[config.mk]
export PLATFORM = sky130hd
export DESIGN_NAME = av1_obu_header_parser_unit
export DESIGN_NICKNAME = d
export VERILOG_FILES = /design/src/obuhp_pkg.sv /design/src/obuhp_core.sv /design/src/av1_obu_header_parser_unit.sv
export SDC_FILE = /design/constraint.sdc
export NUM_CORES = 1
export LEC_CHECK = 0
export BUFFER_PORTS_ARGS = -buffer_cell sky130_fd_sc_hd__buf_2
export CORE_MARGIN = 2
export CORE_UTILIZATION = 45
export CTS_BUF_LIST = sky130_fd_sc_hd__clkbuf_4 sky130_fd_sc_hd__clkbuf_8
export CTS_CLUSTER_DIAMETER = 60
export DETAILED_ROUTE_END_ITERATION = 7
export PLACE_DENSITY_LB_ADDON = 0.25
export SLEW_MARGIN = 0
export SYNTH_ARGS = -nofsm -noshare
export SYNTH_HDL_FRONTEND = slang
export SYNTH_HIERARCHICAL = 1
export SYNTH_SLANG_ARGS = --single-unit
[constraint.sdc]
create_clock -name clk -period 15.5 [get_ports clk]
set_input_delay 3.1 -clock clk [delete_from_list [all_inputs] [get_ports clk]]
set_output_delay 3.1 -clock clk [all_outputs]
set_load 0.02 [all_outputs]
[src/obuhp_pkg.sv]
package obuhp_pkg;

	// Result codes
	typedef enum logic [2:0] {
		ST_OK       = 3'd0,
		ST_EMPTY    = 3'd1,
		ST_BAD_TYPE = 3'd2,
		ST_NO_EXT   = 3'd3,
		ST_TRUNC    = 3'd4,
		ST_OVERFLOW = 3'd5,
		ST_TOO_BIG  = 3'd6
	} status_t;

	// Parser phase
	typedef enum logic [1:0] {
		PH_IDLE = 2'd0,
		PH_EXT  = 2'd1,
		PH_SIZE = 2'd2
	} phase_t;

	localparam int unsigned LEN_W   = 32;
	localparam int unsigned GROUP_W = 7;
	localparam logic [3:0] TYPE_RESERVED_HI = 4'd15;
	localparam logic [3:0] TYPE_LAST_PLAIN  = 4'd8;

	// One decoded header, as it leaves the parser
	typedef struct packed {
		status_t          status;
		logic [3:0]       obu_kind;
		logic             has_extension;
		logic [2:0]       tlayer_id;
		logic [1:0]       slayer_id;
		logic [3:0]       header_length;
		logic [LEN_W-1:0] payload_size;
	} result_t;

	// Types 1 to 8 and 15 are accepted
	function automatic logic type_ok(input logic [3:0] t);
		return ((t != 4'd0) && (t <= TYPE_LAST_PLAIN)) || (t == TYPE_RESERVED_HI);
	endfunction

endpackage

[src/obuhp_core.sv]
module obuhp_core
	import obuhp_pkg::*;
#(
	parameter int unsigned MAX_SIZE_BYTES = 8
) (
	input  logic             clk,
	input  logic             arst_n,
	input  logic             step,
	input  logic [7:0]       data_byte,
	input  logic             start_req,
	input  logic [LEN_W-1:0] buffer_length,
	output logic             res_valid,
	output result_t          res
);

	localparam int unsigned IDX_W = $clog2(MAX_SIZE_BYTES + 3);
	localparam int unsigned CNT_W = $clog2(MAX_SIZE_BYTES + 1);
	localparam int unsigned GI_W  = $clog2(MAX_SIZE_BYTES);
	localparam int unsigned ACC_W = GROUP_W * MAX_SIZE_BYTES;

	phase_t                                 phase_q, phase_n;
	logic [LEN_W-1:0]                       total_q, total_n;
	logic [IDX_W-1:0]                       idx_q, idx_n;
	logic [CNT_W-1:0]                       cnt_q, cnt_n;
	logic [MAX_SIZE_BYTES-1:0][GROUP_W-1:0] acc_q, acc_n;
	logic [3:0]                             type_q, type_n;
	logic                                   ext_q, ext_n;
	logic                                   sflag_q, sflag_n;
	logic [2:0]                             tid_q, tid_n;
	logic [1:0]                             sid_q, sid_n;

	logic                                   fixed_done;
	logic [LEN_W-1:0]                       idx_ext;
	logic [ACC_W-1:0]                       size_val;
	logic [LEN_W-1:0]                       room;
	logic                                   size_big;
	status_t                                st;
	logic [3:0]                             hlen;
	logic [LEN_W-1:0]                       psize;

	assign idx_ext  = LEN_W'(idx_n);
	assign room     = total_n - idx_ext;
	assign size_val = acc_n;
	assign size_big = (|size_val[ACC_W-1:LEN_W]) || (&size_val[LEN_W-1:0]);

	// Next state and result for the current word
	always_comb begin
		phase_n    = phase_q;
		total_n    = total_q;
		idx_n      = idx_q;
		cnt_n      = cnt_q;
		acc_n      = acc_q;
		type_n     = type_q;
		ext_n      = ext_q;
		sflag_n    = sflag_q;
		tid_n      = tid_q;
		sid_n      = sid_q;
		res_valid  = 1'b0;
		st         = ST_OK;
		hlen       = '0;
		psize      = '0;
		fixed_done = 1'b0;

		if (start_req) begin
			// restart on a new buffer, abandoning any parse in flight
			total_n = buffer_length;
			idx_n   = '0;
			cnt_n   = '0;
			acc_n   = '0;
			type_n  = '0;
			ext_n   = 1'b0;
			sflag_n = 1'b0;
			tid_n   = '0;
			sid_n   = '0;
			if (buffer_length == '0) begin
				res_valid = 1'b1;
				st        = ST_EMPTY;
			end else begin
				type_n  = data_byte[6:3];
				ext_n   = data_byte[2];
				sflag_n = data_byte[1];
				idx_n   = IDX_W'(1);
				if (!type_ok(data_byte[6:3])) begin
					res_valid = 1'b1;
					st        = ST_BAD_TYPE;
				end else if (data_byte[2]) begin
					if (buffer_length < LEN_W'(2)) begin
						res_valid = 1'b1;
						st        = ST_NO_EXT;
					end else begin
						phase_n = PH_EXT;
					end
				end else begin
					fixed_done = 1'b1;
				end
			end
		end else begin
			unique case (phase_q)
				PH_EXT: begin
					tid_n      = data_byte[7:5];
					sid_n      = data_byte[4:3];
					idx_n      = idx_q + IDX_W'(1);
					fixed_done = 1'b1;
				end
				PH_SIZE: begin
					// shift in one seven-bit group, low group first
					acc_n[cnt_q[GI_W-1:0]] = data_byte[6:0];
					cnt_n = cnt_q + CNT_W'(1);
					idx_n = idx_q + IDX_W'(1);
					if (!data_byte[7] || (cnt_n >= CNT_W'(MAX_SIZE_BYTES))) begin
						res_valid = 1'b1;
						if (size_big) begin
							st = ST_OVERFLOW;
						end else if (size_val[LEN_W-1:0] > room) begin
							st = ST_TOO_BIG;
						end else begin
							st    = ST_OK;
							hlen  = 4'(idx_n);
							psize = size_val[LEN_W-1:0];
						end
					end else if (idx_ext >= total_n) begin
						res_valid = 1'b1;
						st        = ST_TRUNC;
					end
				end
				default: begin
				end
			endcase
		end

		// fixed header bytes done: finish or open the size field
		if (fixed_done) begin
			if (!sflag_n) begin
				res_valid = 1'b1;
				st        = ST_OK;
				hlen      = 4'(idx_n);
				psize     = room;
			end else if (idx_ext >= total_n) begin
				res_valid = 1'b1;
				st        = ST_TRUNC;
			end else begin
				acc_n   = '0;
				cnt_n   = '0;
				phase_n = PH_SIZE;
			end
		end

		if (res_valid) begin
			phase_n = PH_IDLE;
		end
	end

	// Pack the result
	always_comb begin
		res.status        = st;
		res.obu_kind      = type_n;
		res.has_extension = ext_n;
		res.tlayer_id     = tid_n;
		res.slayer_id     = sid_n;
		res.header_length = hlen;
		res.payload_size  = psize;
	end

	// Parser state, advanced once per word
	always_ff @(posedge clk or negedge arst_n) begin
		if (!arst_n) begin
			phase_q <= PH_IDLE;
			total_q <= '0;
			idx_q   <= '0;
			cnt_q   <= '0;
			acc_q   <= '0;
			type_q  <= '0;
			ext_q   <= 1'b0;
			sflag_q <= 1'b0;
			tid_q   <= '0;
			sid_q   <= '0;
		end else if (step) begin
			phase_q <= phase_n;
			total_q <= total_n;
			idx_q   <= idx_n;
			cnt_q   <= cnt_n;
			acc_q   <= acc_n;
			type_q  <= type_n;
			ext_q   <= ext_n;
			sflag_q <= sflag_n;
			tid_q   <= tid_n;
			sid_q   <= sid_n;
		end
	end

endmodule

[src/av1_obu_header_parser_unit.sv]
// Channel | Signals                                   | Handshake
// input   | data_byte, start_req, buffer_length       | in_valid / in_stall
// output  | status, obu_kind, has_extension,          | out_valid / out_stall
//         | tlayer_id, slayer_id, header_length,      |
//         | payload_size                              |
//
// One word per cycle while neither side stalls; a taken word sits in the input
// register, and its result is loaded into the result register when it advances.
// The parser state is updated by one pass of logic per byte, between the
// input register and the result register.
// Reset is asynchronous, active low, and clears all control state.
// A stalled output holds its result; the input stalls only when the input
// register holds a word that would produce a result with the output full.
module av1_obu_header_parser_unit
	import obuhp_pkg::*;
#(
	parameter int unsigned MAX_SIZE_BYTES = 8
) (
	input  logic             clk,
	input  logic             arst_n,
	input  logic             in_valid,
	output logic             in_stall,
	input  logic [7:0]       data_byte,
	input  logic             start_req,
	input  logic [LEN_W-1:0] buffer_length,
	output logic             out_valid,
	input  logic             out_stall,
	output logic [2:0]       status,
	output logic [3:0]       obu_kind,
	output logic             has_extension,
	output logic [2:0]       tlayer_id,
	output logic [1:0]       slayer_id,
	output logic [3:0]       header_length,
	output logic [LEN_W-1:0] payload_size
);

	logic             vld_s1;
	logic [7:0]       data_s1;
	logic             start_s1;
	logic [LEN_W-1:0] len_s1;
	logic             out_vld_q;
	result_t          out_q;
	logic             core_res_valid;
	result_t          core_res;
	logic             step;
	logic             in_take;

	// Advance the held word unless its result would overrun a stalled output
	assign step     = vld_s1 && (!core_res_valid || !out_vld_q || !out_stall);
	assign in_stall = vld_s1 && !step;
	assign in_take  = in_valid && !in_stall;

	obuhp_core #(
		.MAX_SIZE_BYTES(MAX_SIZE_BYTES)
	) u_core (
		.clk          (clk),
		.arst_n       (arst_n),
		.step         (step),
		.data_byte    (data_s1),
		.start_req    (start_s1),
		.buffer_length(len_s1),
		.res_valid    (core_res_valid),
		.res          (core_res)
	);

	// Input register valid
	always_ff @(posedge clk or negedge arst_n) begin
		if (!arst_n) begin
			vld_s1 <= 1'b0;
		end else if (in_take) begin
			vld_s1 <= 1'b1;
		end else if (step) begin
			vld_s1 <= 1'b0;
		end
	end

	// Input register payload
	always_ff @(posedge clk) begin
		if (in_take) begin
			data_s1  <= data_byte;
			start_s1 <= start_req;
			len_s1   <= buffer_length;
		end
	end

	// Result register valid: load on a result, drop when taken
	always_ff @(posedge clk or negedge arst_n) begin
		if (!arst_n) begin
			out_vld_q <= 1'b0;
		end else if (step && core_res_valid) begin
			out_vld_q <= 1'b1;
		end else if (!out_stall) begin
			out_vld_q <= 1'b0;
		end
	end

	// Result register payload
	always_ff @(posedge clk) begin
		if (step && core_res_valid) begin
			out_q <= core_res;
		end
	end

	assign out_valid     = out_vld_q;
	assign status        = out_q.status;
	assign obu_kind      = out_q.obu_kind;
	assign has_extension = out_q.has_extension;
	assign tlayer_id     = out_q.tlayer_id;
	assign slayer_id     = out_q.slayer_id;
	assign header_length = out_q.header_length;
	assign payload_size  = out_q.payload_size;

endmodule

==> results of run 1 <==
==> cells in the mapped netlist, drive strengths merged, types with 7 or more instances <==
cell	instances	share of area
a211oi	8	0.0054
a21oi	33	0.015
a22o	7	0.0055
a32o	19	0.017
buf	20	0.011
clkbuf	37	0.013
dfrtp	111	0.25
edfxtp	90	0.24
ha	44	0.049
inv	54	0.018
mux2	72	0.072
mux2i	63	0.056
nand2	45	0.015
nand3	19	0.0085
nand4	23	0.013
nor2	66	0.022
nor3	27	0.012
nor4	18	0.010
nor4b	7	0.0060
o21ai	44	0.020
o22ai	36	0.020
or2	20	0.011
xnor2	22	0.017
xor2	13	0.010
==> tightest hold or removal path: stages (launching register included) <==
cell and delay, ps:
dfrtp_1 330, nand2_1 50, o21ai_0 60
==> area by class of cell <==
cell class,count,share of cell area
clock buffer,61,0.05784
clock inverter,8,0.005579
inverter,54,0.01586
multi-input combinational,694,0.4135
sequential,201,0.4287
tap,324,0.03171
timing repair buffer,111,0.04678
==> placed cells by master, fill, tap and decap left out, drive strengths merged, types with 18 or more instances in the layout <==
cell type	count
a21oi	33
o22ai	36
nand2	45
nand3	19
dfrtp	111
inv	54
o21ai	44
nor3	27
nand4	23
mux2	72
clkbuf	61
or2	20
buf	111
xnor2	22
nor4	18
edfxtp	90
nor2	66
mux2i	63
a32o	19
ha	44
==> logic make-up after synthesis <==
| family | Yosys count | share of synthesized area |
|---|---|---|
| AO/OA/AOI/OAI | 202 | 0.1271 |
| adder cells (fa/ha/maj) | 45 | 0.05101 |
| AND/OR/NAND/NOR | 277 | 0.1342 |
| buffers and inverters | 111 | 0.04150 |
| multiplexers | 135 | 0.1289 |
| flip-flops | 201 | 0.4899 |
| XOR/XNOR | 35 | 0.02740 |
==> state kept, by name, summed over array words and instances (netlist names), 3 cells and up <==
name and flops:
status 3, payload_size 32, header_length 4, tlayer_id 3, len_s1 32, u_core/acc_q 56
u_core/cnt_q 4, u_core/total_q 32, u_core/tid_q 3, data_s1 8, u_core/idx_q 4, u_core/type_q 4
obu_kind 4
==> power by group through the flow <==
stage | clock network [mW] | registers (mW) | logic [mW]
CTS | 0.560 | 0.663 | 0.329
floorplan | 0 | 0.671 | 0.216
finish | 0.547 | 0.664 | 0.332
detailed placement | 0 | 0.672 | 0.327
global route | 0.582 | 0.670 | 0.362
global placement | 0 | 0.671 | 0.325
==> how the worst max path moves through the flow <==
stage	start	endpoint	slack [ps]
detailed placement	start_s1$_DFFE_PP_	in_stall	7530
global placement	start_s1$_DFFE_PP_	in_stall	7630
CTS	start_s1$_DFFE_PP_	in_stall	6890
floorplan	start_s1$_DFFE_PP_	in_stall	8030
global route	start_s1$_DFFE_PP_	in_stall	6320
finish	start_s1$_DFFE_PP_	in_stall	6850
==> routing by layer <==
metal  vias up  routed length, um
met5         -                  0
met4         0               1229
met1      4248              13920
li1       3990                  -
met3        65               2061
met2       334              14210
==> stage by stage <==
| stage | area (um2) | hold WS (ps) |
|---|---|---|
| detailed placement | 11970 | 472.1 |
| global route | 12780 | 503.8 |
| floorplan | 11190 | 442.1 |
| finish | 12780 | 484.1 |
| global placement | 11970 | 460.8 |
| CTS | 12780 | 487.2 |
==> impl_metrics.toml, run 1 <==
[critical_path]
crit_path_top_delay_cell = "a2111oi_1"
cp-end-kind = "primary output"
critPathArrivalTime_ps = 5550
ff2ff_setup_slack_ps = 8140
setup.worst_path.class = "reg2out"
cp.depth = 15
crit_path_max_fanout = 16
reg2reg_depth = 21
slowest_delay_ps = 810
crit_required_ps = 12400
worstReg2RegStart = "start_s1$_DFFE_PP_"
r2r-end = "payload_size[15]$_DFFE_PP_"
cp_top_family = "compound AO/OA/AOI/OAI gates"
path_common_cell = "inv_1"
crit_buf_inv = 5
path_cells = "inv_1 -> a41oi_1 -> a21oi_1 -> inv_1 -> ha_1 -> inv_1 -> fa_1 -> nand3_1 -> nand2_1 -> a2111oi_1 -> a31oi_1 -> o21ai_0 -> nand4_1 -> inv_1 -> buf_2"
start_kind = "flip-flop"

[floorplan]
die_h_um = 161.7
initial_utilization = 0.4586
dieArea_um2 = 26130
ioPinCount = 96
std_cell_rows = 57
dieWidth_um = 161.7
coreArea_um2 = 24390

[grt]
grt.met2_usage = 0.3724
grt_max_degree = 74
use_met1 = 0.3358
antenna_found_initial = 0
overflow = 0
grt_use_met3 = 0.03805
grt_pass1_wl_um = 48270
track_usage = 0.2398
grt_pass1_vias = 8366
top_usage_layer = "met2"

[pwr]
p_leak_nw = 5.395
power_mw = 1.544
power.density_nw_per_um2 = 120.8
p_switching_mw = 0.4851
swShare = 0.3142
p_comb_frac = 0.215
p_int_mw = 1.059
p_seq_frac = 0.430
power_frac_clock = 0.354
max-vdd-ir-drop_uv = 75.88

[cts]
clock_latency_ps = 540
cts.clk_slew.worst_paths_ps = 60
cts_tree = "built"
cts.sinks = 201
postCtsSetupRepairBufs = 0
numCtsBuffers = 38
cts_hold_buffers = 0
max-clock-path-buffers = 3
cts-root-buf = "clkbuf_8"
cts-resized-gates = 0
htree_levels = 2

[timing]
fmax_ghz = 0.1157
relSlewSlack = 0.2350
period_share = 0.5578
min_period_ps = 8646
finalMaxSlewViolations = 0
final.setup.worst_slack_ps = 6854
finClkSkew_ps = 28.08
rsz0062_at_grt = "false"
hold_violations = 0
finalSetupViolCount = 0
worst_pin_slew_ps = 1147
setup_tns_ps = 0

[worst_hold_path]
min_from = "u_core/acc_q[40]$_DFFE_PN0P_"
worst_hold_path.num_cells = 2
min_to = "u_core/acc_q[40]$_DFFE_PN0P_"
hp-class = "reg2reg"

[route]
postRouteAntennaNets = 0
routedWlPerCell_um = 21.63
drtIter0Drc = 756
avgViaCountPerCell = 5.944
dr_total_vias = 8637
wl_um = 31420
drt_first_pass_iters = 7
drc = 0

[synth]
synth_flop_cell = "dfrtp_1"
yosysSeqAreaShare = 0.4899
synth_cell_types = 76
synth_area_um2 = 11190
ys_ff_latch = 201
synth_area_per_cell_um2 = 11.12
synthCells = 1006
synth_edf_count = 90
synth_fp_nets = 1096
synthArstFlopShare = 0.5522
yosysWarnings = 6

[cells_and_area]
area_delta_synth_final_pct = 14.28
final-seq-area_um2 = 5480
fillers = 2164
post-route-util = 0.5241
stdcell_count = 1453
multiInputGateArea_um2 = 5286
drive_above_1_share = 0.2516
antenna_cells = 0
nNetsFinal = 1190

[placement]
dp.cells = 1384
dp_hpwl_um = 21860
gp_congestion = 0.9700
place_ws_ps = 7531
io_buffers = 95

[run]
cap_violations = 0

[run_status]
status = "completed"
Power figures use the tool's default switching activity.
==> inputs of run 2 (changes only) <==
==> constraint.sdc (replaced) <==
create_clock -name clk -period 7.85 [get_ports clk]
set_input_delay 1.57 -clock clk [delete_from_list [all_inputs] [get_ports clk]]
set_output_delay 1.57 -clock clk [all_outputs]
set_load 0.02 [all_outputs]
==> run 2 against run 1 <==
Net effect: critical path depth rose by 1; non-clock buffer count grew 1; setup slack worse by 5900 ps; largest power group unchanged.
==> impl_metrics.toml, run 2 (synthesized netlist as in run 1, its figures left out) <==
[timing]
relSlewSlack = 0.2328
finalMaxSlewViolations = 0
finalSetupViolCount = 0
min_period_ps = 6886
fmax_ghz = 0.1452
finClkSkew_ps = 14.88
worst_hold_slack_ps = 473.9
setup_tns_ps = 0
rsz0062_at_grt = "false"
worst_pin_slew_ps = 1148
period_share = 0.8772
hold_violations = 0

[grt]
grt_max_degree = 76
track_usage = 0.2377
overflow = 0
grt_pass1_vias = 8505
antenna_found_initial = 0
grt_pass1_wl_um = 47970

[pwr]
power_frac_clock = 0.350
p_seq_frac = 0.435
p_comb_frac = 0.215
swShare = 0.3112
p_leak_nw = 5.387
max-vdd-ir-drop_uv = 138.5
p_int_mw = 2.076
power.density_nw_per_um2 = 236.1
p_switching_mw = 0.9382

[placement]
io_buffers = 95
gp_congestion = 0.9609
dp.cells = 1385
place_area_um2 = 11980
dp_hpwl_um = 21940

[critical_path]
setup.worst_path.class = "reg2out"
path_cells = "inv_1 -> a41oi_1 -> buf_4 -> a21oi_1 -> inv_1 -> ha_1 -> inv_1 -> fa_1 -> nand3_1 -> nand2_1 -> a2111oi_1 -> a31oi_1 -> o21ai_0 -> nand4_1 -> inv_1 -> buf_2"
cp-end-kind = "primary output"
path_common_cell = "inv_1"
crit_path_max_fanout = 14
slowest_delay_ps = 830
start_kind = "flip-flop"
crit_required_ps = 6280
critPathArrivalTime_ps = 5320
crit_path_top_delay_cell = "a2111oi_1"

[cts]
cts.sinks = 201
htree_levels = 2
clock_latency_ps = 530
max-clock-path-buffers = 3
postCtsSetupRepairBufs = 0
numCtsBuffers = 37
cts-root-buf = "clkbuf_8"
cts_tree = "built"
cts.clk_slew.worst_paths_ps = 60
cts_hold_buffers = 0
cts-resized-gates = 0

[floorplan]
dieWidth_um = 161.7
initial_utilization = 0.4586
std_cell_rows = 57
coreArea_um2 = 24390
die_h_um = 161.7
dieArea_um2 = 26130
ioPinCount = 96

[cells_and_area]
layout_commonest_cell = "dfrtp_1"
drive_above_1_share = 0.2480
multiInputGateArea_um2 = 5286
fin_area_um2 = 12770
antenna_cells = 0
top_register = "u_core/acc_q"
layout_common_cells = "dfrtp_1, buf_2, edfxtp_1"
nNetsFinal = 1190
final-seq-area_um2 = 5480
stdcell_count = 1453
largest_reg_flops = 56
fillers = 2205
area_delta_synth_final_pct = 14.13

[route]
postRouteAntennaNets = 0
dr_total_vias = 8588
wl_um = 31000
drtIter0Drc = 696
drc = 0
avgViaCountPerCell = 5.911
routedWlPerCell_um = 21.33
drt_first_pass_iters = 5

[run]
cap_violations = 0

[run_status]
status = "completed"

[worst_hold_path]
hp-class = "reg2reg"
-- run 2: cell types whose count changed in the layout (fill, tap and decap cells not counted), sizes merged --
cell / before / now
bufinv: 1 / 2
clkinvlp: 2 / 1
clkinv: 5 / 10
clkbuf: 61 / 55
buf: 111 / 112
-- run 2: final timing paths --
kind | startpoint | slack (ps) | end | depth (start not counted)
worst max-delay path | start_s1$_DFFE_PP_ | 960 | in_stall | 16
worst min-delay path | u_core/acc_q[40]$_DFFE_PN0P_ | 470 | u_core/acc_q[40]$_DFFE_PN0P_ | 2
worst max register to register | start_s1$_DFFE_PP_ | 1000 | payload_size[0]$_DFFE_PP_ | 21
worst min register to register | u_core/acc_q[40]$_DFFE_PN0P_ | 470 | u_core/acc_q[40]$_DFFE_PN0P_ | 2
max in group asynchronous | arst_n | 5430 | u_core/tid_q[2]$_DFFE_PN0P_ | 2
min in group asynchronous | arst_n | 1010 | u_core/type_q[3]$_DFFE_PN0P_ | 1
-- run 2: metrics by stage --
step | utilization | setup slack, ps | power (mW)
after detailed placement | 0.4912 | 1184 | 1.967
after global routing | 0.5234 | 471.5 | 3.165
after floorplan | - | 816.4 | 1.751
final | 0.5234 | 964.2 | 3.014
after CTS | 0.5234 | 998.0 | 3.039
after global placement | 0.4912 | 1213 | 1.960
-- run 2: cell type report --
class                           count  share of cell area
Clock buffer                       55             0.05293
Tap cell                          324             0.03176
Multi-Input combinational cell    694              0.4141
Timing Repair Buffer              112             0.04744
Sequential cell                   201              0.4293
Clock inverter                     13            0.008625
Inverter                           54             0.01588
-- run 2: critical path: cells and delay by family (launching register included) --
kind | cells | cell delay (ps)
compound gates | 5 | 2180
flops | 1 | 780
buf+inv | 6 | 780
fa+ha+maj | 2 | 570
simple gates | 3 | 490
-- run 2: routing by layer --
layer  wire length, um  share of wire  global-route usage  vias up
li1                  -              -                   -     3997
met1             13620           0.44              0.3206     4254
met2             14600           0.47              0.3883      272
met3              1750          0.056             0.04009       65
met4              1026          0.033             0.08729        0
met5                 0              0                   0        -
-- run 2: power by group through the flow --
stage	clock network, mW	registers [mW]	logic (mW)
after global placement	0	1.33	0.633
after CTS	1.09	1.31	0.643
after detailed placement	0	1.33	0.639
after global routing	1.13	1.32	0.707
final	1.06	1.31	0.647
after floorplan	0	1.32	0.427
